[src/sv/slm_pkg.sv]
package slm_pkg;

   // list storage
   localparam int LIST_DEPTH = 32;
   localparam int ADDR_W     = (LIST_DEPTH > 1) ? $clog2(LIST_DEPTH) : 1;
   localparam int CNT_W      = $clog2(LIST_DEPTH + 1);
   localparam int TOTAL_W    = $clog2(2 * LIST_DEPTH + 1);

   // payload widths
   localparam int DATA_W = 32;
   localparam int MODE_W = 2;

   // request selector carried in tuser
   typedef enum logic [MODE_W-1:0] {
      MODE_LOAD_FIRST  = 2'd0,
      MODE_LOAD_SECOND = 2'd1,
      MODE_MERGE       = 2'd2
   } mode_type;

   // merge sequencer
   typedef enum logic [1:0] {
      ST_IDLE,
      ST_READ,
      ST_PICK
   } state_type;

endpackage

[src/sv/slm_ram.sv]
module slm_ram #(
   parameter int WIDTH = 32,
   parameter int DEPTH = 32,
   localparam int AW = (DEPTH > 1) ? $clog2(DEPTH) : 1
) (
   input  logic             clock,
   input  logic             wr_en,
   input  logic [AW-1:0]    wr_addr,
   input  logic [WIDTH-1:0] wr_data,
   input  logic [AW-1:0]    rd_addr,
   output logic [WIDTH-1:0] rd_data
);

   logic [WIDTH-1:0] mem_ff [DEPTH];
   logic [WIDTH-1:0] rd_data_ff;

   // single write port, registered read port
   always_ff @(posedge clock) begin
      if (wr_en) begin
         mem_ff[wr_addr] <= wr_data;
      end
      rd_data_ff <= mem_ff[rd_addr];
   end

   assign rd_data = rd_data_ff;

endmodule

[src/sv/sorted_list_merge.sv]
// Two-way merge of two ascending lists of signed 32-bit values.
//
// Request channel (req_*): req_tuser selects the operation, req_tdata
// carries the value. Load first list and load second list append
// req_tdata to that list; loads into a full list are dropped. A merge
// transaction streams the merged ascending sequence on the response
// channel (rsp_*), one value per transaction, with rsp_tlast
// on the final one. On equal heads the second list's head goes out first.
// A merge with both lists empty produces no response. Selector code 3
// is accepted and ignored. Both lists are empty again after a merge.
//
// Sequence: the merge transaction is taken in ST_IDLE, then each result
// passes through ST_READ, for the list RAM read register, and then
// ST_PICK, for the shared head comparator and output load. req_tready
// is low while a merge runs. The response register holds its
// transaction while rsp_tready is low and the sequencer waits; loads
// are taken while the last result is still pending.
//
// Reset (synchronous, active high) empties both lists and the response
// register; list RAM contents are not cleared and are never read unwritten.
module sorted_list_merge (
   input  logic                        clock,
   input  logic                        reset,
   input  logic                        req_tvalid,
   output logic                        req_tready,
   input  logic [slm_pkg::DATA_W-1:0]  req_tdata,   // [31:0] value
   input  logic [slm_pkg::MODE_W-1:0]  req_tuser,   // [1:0] mode
   output logic                        rsp_tvalid,
   input  logic                        rsp_tready,
   output logic [slm_pkg::DATA_W-1:0]  rsp_tdata,   // [31:0] merged_value
   output logic                        rsp_tlast    // last
);

   import slm_pkg::*;

   state_type          state_ff, state_in;
   logic [CNT_W-1:0]   first_cnt_ff, first_cnt_in;
   logic [CNT_W-1:0]   second_cnt_ff, second_cnt_in;
   logic [CNT_W-1:0]   first_idx_ff, first_idx_in;
   logic [CNT_W-1:0]   second_idx_ff, second_idx_in;
   logic [TOTAL_W-1:0] remain_ff, remain_in;
   logic               rsp_valid_ff, rsp_valid_in;
   logic [DATA_W-1:0]  rsp_data_ff, rsp_data_in;
   logic               rsp_last_ff, rsp_last_in;

   logic               first_we, second_we;
   logic [DATA_W-1:0]  first_rd, second_rd;
   logic [TOTAL_W-1:0] total;
   logic               take_first;

   // list storage
   slm_ram #(.WIDTH(DATA_W), .DEPTH(LIST_DEPTH)) u_first_ram (
      .clock   (clock),
      .wr_en   (first_we),
      .wr_addr (first_cnt_ff[ADDR_W-1:0]),
      .wr_data (req_tdata),
      .rd_addr (first_idx_ff[ADDR_W-1:0]),
      .rd_data (first_rd)
   );

   slm_ram #(.WIDTH(DATA_W), .DEPTH(LIST_DEPTH)) u_second_ram (
      .clock   (clock),
      .wr_en   (second_we),
      .wr_addr (second_cnt_ff[ADDR_W-1:0]),
      .wr_data (req_tdata),
      .rd_addr (second_idx_ff[ADDR_W-1:0]),
      .rd_data (second_rd)
   );

   assign total = TOTAL_W'(first_cnt_ff) + TOTAL_W'(second_cnt_ff);

   // shared head compare: first list wins when strictly smaller or when the second list is exhausted
   assign take_first = (first_idx_ff != first_cnt_ff) &&
                       ((second_idx_ff == second_cnt_ff) ||
                        ($signed(first_rd) < $signed(second_rd)));

   // sequencer next state and datapath control
   always_comb begin
      state_in      = state_ff;
      first_cnt_in  = first_cnt_ff;
      second_cnt_in = second_cnt_ff;
      first_idx_in  = first_idx_ff;
      second_idx_in = second_idx_ff;
      remain_in     = remain_ff;
      rsp_valid_in  = rsp_valid_ff && !rsp_tready;
      rsp_data_in   = rsp_data_ff;
      rsp_last_in   = rsp_last_ff;
      first_we      = 1'b0;
      second_we     = 1'b0;
      req_tready    = 1'b0;

      unique case (state_ff)
         ST_IDLE: begin
            req_tready = 1'b1;
            if (req_tvalid) begin
               unique case (mode_type'(req_tuser))
                  MODE_LOAD_FIRST: begin
                     if (first_cnt_ff != CNT_W'(LIST_DEPTH)) begin
                        first_we     = 1'b1;
                        first_cnt_in = first_cnt_ff + CNT_W'(1);
                     end
                  end
                  MODE_LOAD_SECOND: begin
                     if (second_cnt_ff != CNT_W'(LIST_DEPTH)) begin
                        second_we     = 1'b1;
                        second_cnt_in = second_cnt_ff + CNT_W'(1);
                     end
                  end
                  MODE_MERGE: begin
                     if (total != '0) begin
                        state_in      = ST_READ;
                        first_idx_in  = '0;
                        second_idx_in = '0;
                        remain_in     = total;
                     end
                  end
                  default: ;
               endcase
            end
         end
         ST_READ: begin
            // heads are in the RAM read registers next cycle
            state_in = ST_PICK;
         end
         ST_PICK: begin
            if (!rsp_valid_ff || rsp_tready) begin
               rsp_valid_in = 1'b1;
               rsp_last_in  = (remain_ff == TOTAL_W'(1));
               remain_in    = remain_ff - TOTAL_W'(1);
               if (take_first) begin
                  rsp_data_in  = first_rd;
                  first_idx_in = first_idx_ff + CNT_W'(1);
               end else begin
                  rsp_data_in   = second_rd;
                  second_idx_in = second_idx_ff + CNT_W'(1);
               end
               if (remain_ff == TOTAL_W'(1)) begin
                  state_in      = ST_IDLE;
                  first_cnt_in  = '0;
                  second_cnt_in = '0;
               end else begin
                  state_in = ST_READ;
               end
            end
         end
         default: state_in = ST_IDLE;
      endcase
   end

   // control registers
   always_ff @(posedge clock) begin
      if (reset) begin
         state_ff      <= ST_IDLE;
         first_cnt_ff  <= '0;
         second_cnt_ff <= '0;
         first_idx_ff  <= '0;
         second_idx_ff <= '0;
         remain_ff     <= '0;
         rsp_valid_ff  <= 1'b0;
      end else begin
         state_ff      <= state_in;
         first_cnt_ff  <= first_cnt_in;
         second_cnt_ff <= second_cnt_in;
         first_idx_ff  <= first_idx_in;
         second_idx_ff <= second_idx_in;
         remain_ff     <= remain_in;
         rsp_valid_ff  <= rsp_valid_in;
      end
   end

   // response payload
   always_ff @(posedge clock) begin
      rsp_data_ff <= rsp_data_in;
      rsp_last_ff <= rsp_last_in;
   end

   assign rsp_tvalid = rsp_valid_ff;
   assign rsp_tdata  = rsp_data_ff;
   assign rsp_tlast  = rsp_last_ff;

endmodule

[config.mk]
export PLATFORM = sky130hd
export DESIGN_NAME = sorted_list_merge
export DESIGN_NICKNAME = d
export VERILOG_FILES = /design/src/sv/slm_pkg.sv /design/src/sv/slm_ram.sv /design/src/sv/sorted_list_merge.sv
export SDC_FILE = /design/constraint.sdc
export NUM_CORES = 2
export LEC_CHECK = 0
export ABC_AREA = 1
export CORE_MARGIN = 2
export CORE_UTILIZATION = 35
export DETAILED_ROUTE_END_ITERATION = 8
export DONT_BUFFER_PORTS = 1
export PLACE_DENSITY_LB_ADDON = 0.15
export SLEW_MARGIN = 5
export SYNTH_ARGS = -nofsm -noshare
export SYNTH_HDL_FRONTEND = slang
export SYNTH_SLANG_ARGS = --single-unit
[constraint.sdc]
create_clock -name clock -period 7.15 [get_ports clock]
set_clock_uncertainty 0.05 [all_clocks]
set_input_delay 0 -clock clock [delete_from_list [all_inputs] [get_ports clock]]
set_output_delay 0 -clock clock [all_outputs]
set_load 0.005 [all_outputs]
* Yosys cells after proc, flatten, opt, wreduce, memory -nomap -nowiden
Memories as Yosys holds them, arrays and structs flattened. A register that Yosys moved wholly into a read port is not among the register bits.
Cells that the tools add are included.
** Storage, ports and cells
- Flip-flop bits (word level) :: 67
- Bits in writable memories :: 2048
- Input bits :: 38
- Output and inout bits :: 35
- Word-level logic and storage cells :: 101
- Memories :: 2
** Operators by class
- Add/sub/neg operators :: 6
- $lt $le $gt $ge :: 1
- Equality and inequality tests :: 20
- Multiplexer cells :: 46
- Reductions and logical operators :: 17
** Memories
- u_first_ram.mem_ff :: depth 32, width 32, rd ports 1, clocked after Yosys merged registers in 1, wr ports 1, RTL line slm_ram.sv:14 : logic [WIDTH-1:0] mem_ff [DEPTH];
- u_second_ram.mem_ff :: depth 32, width 32, rd ports 1, clocked after Yosys merged registers in 1, wr ports 1, RTL line slm_ram.sv:14
** Operator list (number)
- $mux 6 :: 15
- $pmux 6 s2 :: 4
- $lt 32x32->1 :: 1
- $mux 32 :: 1
- $mux 7 :: 4
- $add 6x1->6 const B :: 4
- $reduce_and 6->1 :: 4
- $mux 1 :: 16
- $ne 2x2->1 const B :: 8
- $pmux 7 s2 :: 1
- $ne 6x6->1 const B :: 2
- $mux 2 :: 4
- $add 6x6->7 :: 1
- $eq 7x1->1 const B :: 1
- $reduce_bool 7->1 :: 1
- $sub 7x1->7 const B :: 1
- $eq 6x6->1 :: 1
- $ne 2x1->1 const B :: 3
- $ne 6x6->1 :: 1
- $pmux 2 s3 :: 1
- $reduce_and 5->1 :: 1
- $eq 2x1->1 const B :: 2
- $eq 2x2->1 const B :: 2
- $logic_not 2->1 :: 2
- 6 further kinds :: 9

* Longest topological paths before layout
- Word-level depth :: 7
- Mapped depth :: 20

* Cells and area by module
A second synthesis with hierarchy kept.
** Unflattened totals
- Cell total of the unflattened synthesis :: 7630
- Area total of the unflattened synthesis :: 89284.4 µm²
** Modules (own cells, without submodules)
- slm_ram :: instances 2, cells each 3536, area each 42405.7 µm², seq. area each 31390.1 µm²
- sorted_list_merge :: instances 1, cells each 558, area each 4473.0 µm², seq. area each 1671.6 µm²

* Least setup slack after synthesis
Ideal clock, no wire load.
- Path kind :: reg-to-reg
- Start :: register state_ff[1]
- End :: memory u_second_ram.mem_ff[0][0] (enable)
- Library setup time :: 0.421 ns
- Arrival time :: 2.790 ns
- Data required time :: 6.679 ns
- Path slack :: 3.888 ns
- Cell stages (with the launch flop) :: 12
- Buffers on the path :: 0
- Cell sequence :: dfxtp_1 -> inv_2 -> nor2_4 -> inv_4 -> nor2_1 -> inv_1 -> o21ai_2 -> a211oi_1 -> o21ai_2 -> nor2_4 -> nand2_1 -> nor2_1
** On the way
- Word-level cells in the longest chain between the ends :: 4
** RTL lines
- start: declaration :: RTL line sorted_list_merge.sv:36 : state_type state_ff, state_in;
- start signal: assignment :: RTL line sorted_list_merge.sv:161 : state_ff <= state_in;
- $logic_not 2->1 :: RTL line sorted_list_merge.sv:92 : unique case (state_ff)
- $mux 1 :: RTL line sorted_list_merge.sv:92
- $mux 1 :: RTL line slm_ram.sv:19 : if (wr_en) begin
- $mux 1 (not written as such) :: RTL line slm_ram.sv:20 : mem_ff[wr_addr] <= wr_data;
- end: declaration :: RTL line slm_ram.sv:14
Every way passes these cells.

* Worst setup path after layout
- Start :: register second_cnt_ff[1]
- End :: memory u_second_ram.mem_ff[27][0] (enable)
** On the way
- Word-level cells in the longest chain between the ends :: 7
** RTL lines
- start: declaration :: RTL line sorted_list_merge.sv:38 : logic [CNT_W-1:0] second_cnt_ff, second_cnt_in;
- start signal: assignment :: RTL line sorted_list_merge.sv:163 : second_cnt_ff <= second_cnt_in;
- $ne 6x6->1 :: RTL line sorted_list_merge.sv:104 : if (second_cnt_ff != CNT_W'(LIST_DEPTH)) begin
- $mux 1 :: RTL line sorted_list_merge.sv:104
- $mux 1 :: RTL line sorted_list_merge.sv:96 : unique case (mode_type'(req_tuser))
- $mux 1 :: RTL line sorted_list_merge.sv:95 : if (req_tvalid) begin
- $mux 1 :: RTL line sorted_list_merge.sv:92
- $mux 1 :: RTL line slm_ram.sv:19
- $mux 1 (not written as such) :: RTL line slm_ram.sv:20
Parallel ways exist; a longest one is shown, timed or not.

==> results.cfg <==
[route]
routed_wl_mm = 277.9
vias = 54100
drt-initial-drc-count = 6091
drc = 0
viasPerCell = 5.610
avgRoutedWirePerCell_um = 28.82
drtAntennaViolNets = 0
drt-pass1-iter-count = 5

[critical_path]
worstSetupPathType = reg -> reg
cp_data_arrival_time_ns = 5.40
crit_path_start_kind = register
cp_max_fo = 17
cp-end-kind = register
r2r_setup_slack_ns = 2.21
cp.required_ns = 7.61

[power]
peakVddDrop_v = 0.0002198
power-per-cell-area_nw_per_um2 = 283.3
leakage_uw = 0.03093
total_power_uw = 27600

[synth]
synth_flop_cell = edfxtp_1
synth_cells = 6264
postSynthAreaPerCell_sq_um = 13.59
synthTopCellsByArea = edfxtp_1, o21ai_0, nor2_1, o221ai_1, dfxtp_1
ys_seq_area_frac = 0.7570
ys_ff_latch = 2179
synthDistinctLibCells = 42
syn_nets = 6352
async_reset_ff_frac = 0
yosysWarnings = 0
syn-cell-area_sq_um = 85150
yosys.area.top_type = edfxtp_1
synth_top_area_share = 0.7339
synth-edff-count = 2081

[clock_tree]
cts_sinks = 2179
cts_resized = 0
clock-root-buffer = clkbuf_16
clkTransAtPathRegs_ns = 0.06
cts_tree = built
cts_htree_levels = 4
cts_buffers = 228
clk_latency_ns = 0.87
cts.path.max_buffers = 3

[die]
die_area_sq_um = 247200
ios = 73
die-height_um = 497.2
die_w_um = 497.2
core_sq_um = 242500
rows = 181
initial_utilization = 0.3511

[global_routing]
grt_pass1_wl_mm = 396.2
gr-total-overflow = 0
grt_max_degree = 170
grt_antenna_before_repair = 11
first_global_vias = 52020
track_usage = 0.2192

[place]
dp_cells = 9132
hpwl_mm = 148.8
port_buffers = 0
place_congestion = 0.7872
placed_area_sq_um = 88850

[sta]
tightest_slew_ns = 1.378
min_period_over_period = 0.6903
rsz0062_at_grt = no
max-slew-margin-rel = 0.07935
setup_violations = 0
hold_viol = 0
slew_viol_final = 0
finalSetupTns_ns = 0
clock.fmax_mhz = 202.6
whs_ns = 0.1030
fin_crit_ns = 4.936

[final_layout]
final_common_cell = edfxtp_1
area_delta_synth_final_pct = 14.43
drive_gt1_frac = 0.09439
most-common-layout-cells = edfxtp_1, nor2_1, o21ai_0
finalInstanceArea_sq_um = 97440
multi_input_area_sq_um = 18910
seq_area_sq_um = 64480
stdcell_count = 9643
fill_cells = 22480
final_nets = 6325

[status]
status = finished clean

[worst_hold_path]
hold_path.class = in -> reg

[job]
drv_cap = 0
## through the flow
stage          setup WS, ns  utilization
2_1_floorplan         3.888            -
5_1_grt               1.982       0.4016
3_3_place_gp          3.184       0.3663
3_5_place_dp          3.172       0.3663
6_report              2.214       0.4017
4_1_cts               2.190       0.4015
## path summary, 6_finish.rpt
path                    start                          end  cells past startpoint
min reg2reg      remain_ff[4]                 remain_ff[4]                      2
max reg2reg  second_cnt_ff[1]   u_second_ram.mem_ff[27][0]                     12
max          second_cnt_ff[1]   u_second_ram.mem_ff[27][0]                     12
min             req_tdata[29]  u_second_ram.mem_ff[14][29]                      2
## report_power, final
part	internal (uW)	switching (uW)
logic	480	1330
registers	14100	90.9
clock network	6580	5030
total	21100	6450
## per-layer routing
layer  track usage  vias to the layer above  part of all wire
li1              -                    23830                 -
met1        0.3019                    28090              0.43
met2        0.3692                     1865              0.49
met3       0.02895                      319             0.056
met4       0.04798                        0             0.020
met5             0                        -                 0
## cell families after synthesis
family / after synthesis / share of synthesized area
AOI/OAI and AO/OA: 1861 / 0.1330
and+or+nand+nor: 1612 / 0.07455
buffers and inverters: 549 / 0.02677
DFF: 2179 / 0.7570
xor gates and xnor gates: 13 / 0.001337
adders and majority gates: 50 / 0.007436
## sequential cells by signal, summed over array words and instances (netlist names)
signal / cells
u_first_ram.rd_data: 32
second_cnt_ff: 6
u_first_ram.mem_ff: 1024
rsp_tlast: 1
rsp_tvalid: 1
first_cnt_ff: 6
second_idx_ff: 6
first_idx_ff: 6
remain_ff: 7
state_ff: 2
u_second_ram.mem_ff: 1024
u_second_ram.rd_data: 32
rsp_tdata: 32
## synth_stat cells, types with 55 or more instances
cell type / n
a21oi_1: 55
o22ai_1: 148
nand3_1: 166
clkbuf_1: 345
a32oi_1: 55
edfxtp_1: 2081
nor2_1: 1317
o221ai_1: 370
o21ai_0: 1121
nand2_1: 103
a31oi_1: 67
buf_2: 78
dfxtp_1: 98
inv_1: 80
## area by class of cell
| type | instances | share of cell area |
|---|---|---|
| tap | 3202 | 0.04112 |
| timing repair buffer | 202 | 0.02489 |
| antenna | 10 | 0.0002568 |
| multi-input combinational | 3536 | 0.1941 |
| sequential | 2179 | 0.6617 |
| clock buffer | 297 | 0.06324 |
| inverter | 90 | 0.003955 |
| clock inverter | 127 | 0.01075 |
## critical path, stage by stage (launching register included)
cell	delay, ns
dfxtp_1	0.50
inv_1	0.16
ha_1	0.24
nand4_1	0.12
nand3_1	0.07
dlygate4sd3_1	0.56
inv_1	0.07
o21ai_2	0.05
dlygate4sd3_1	0.69
nor2_4	0.20
nand2_1	0.47
nor2_4	0.86
buf_4	0.51
## timing repair
| action | in CTS | in global routing |
|---|---|---|
| hold endpoints to repair | 2116 | 0 |
| hold buffers | 76 | 0 |
| buffers inserted | 0 | 0 |
No activity file was read; power rests on OpenSTA's default activity.
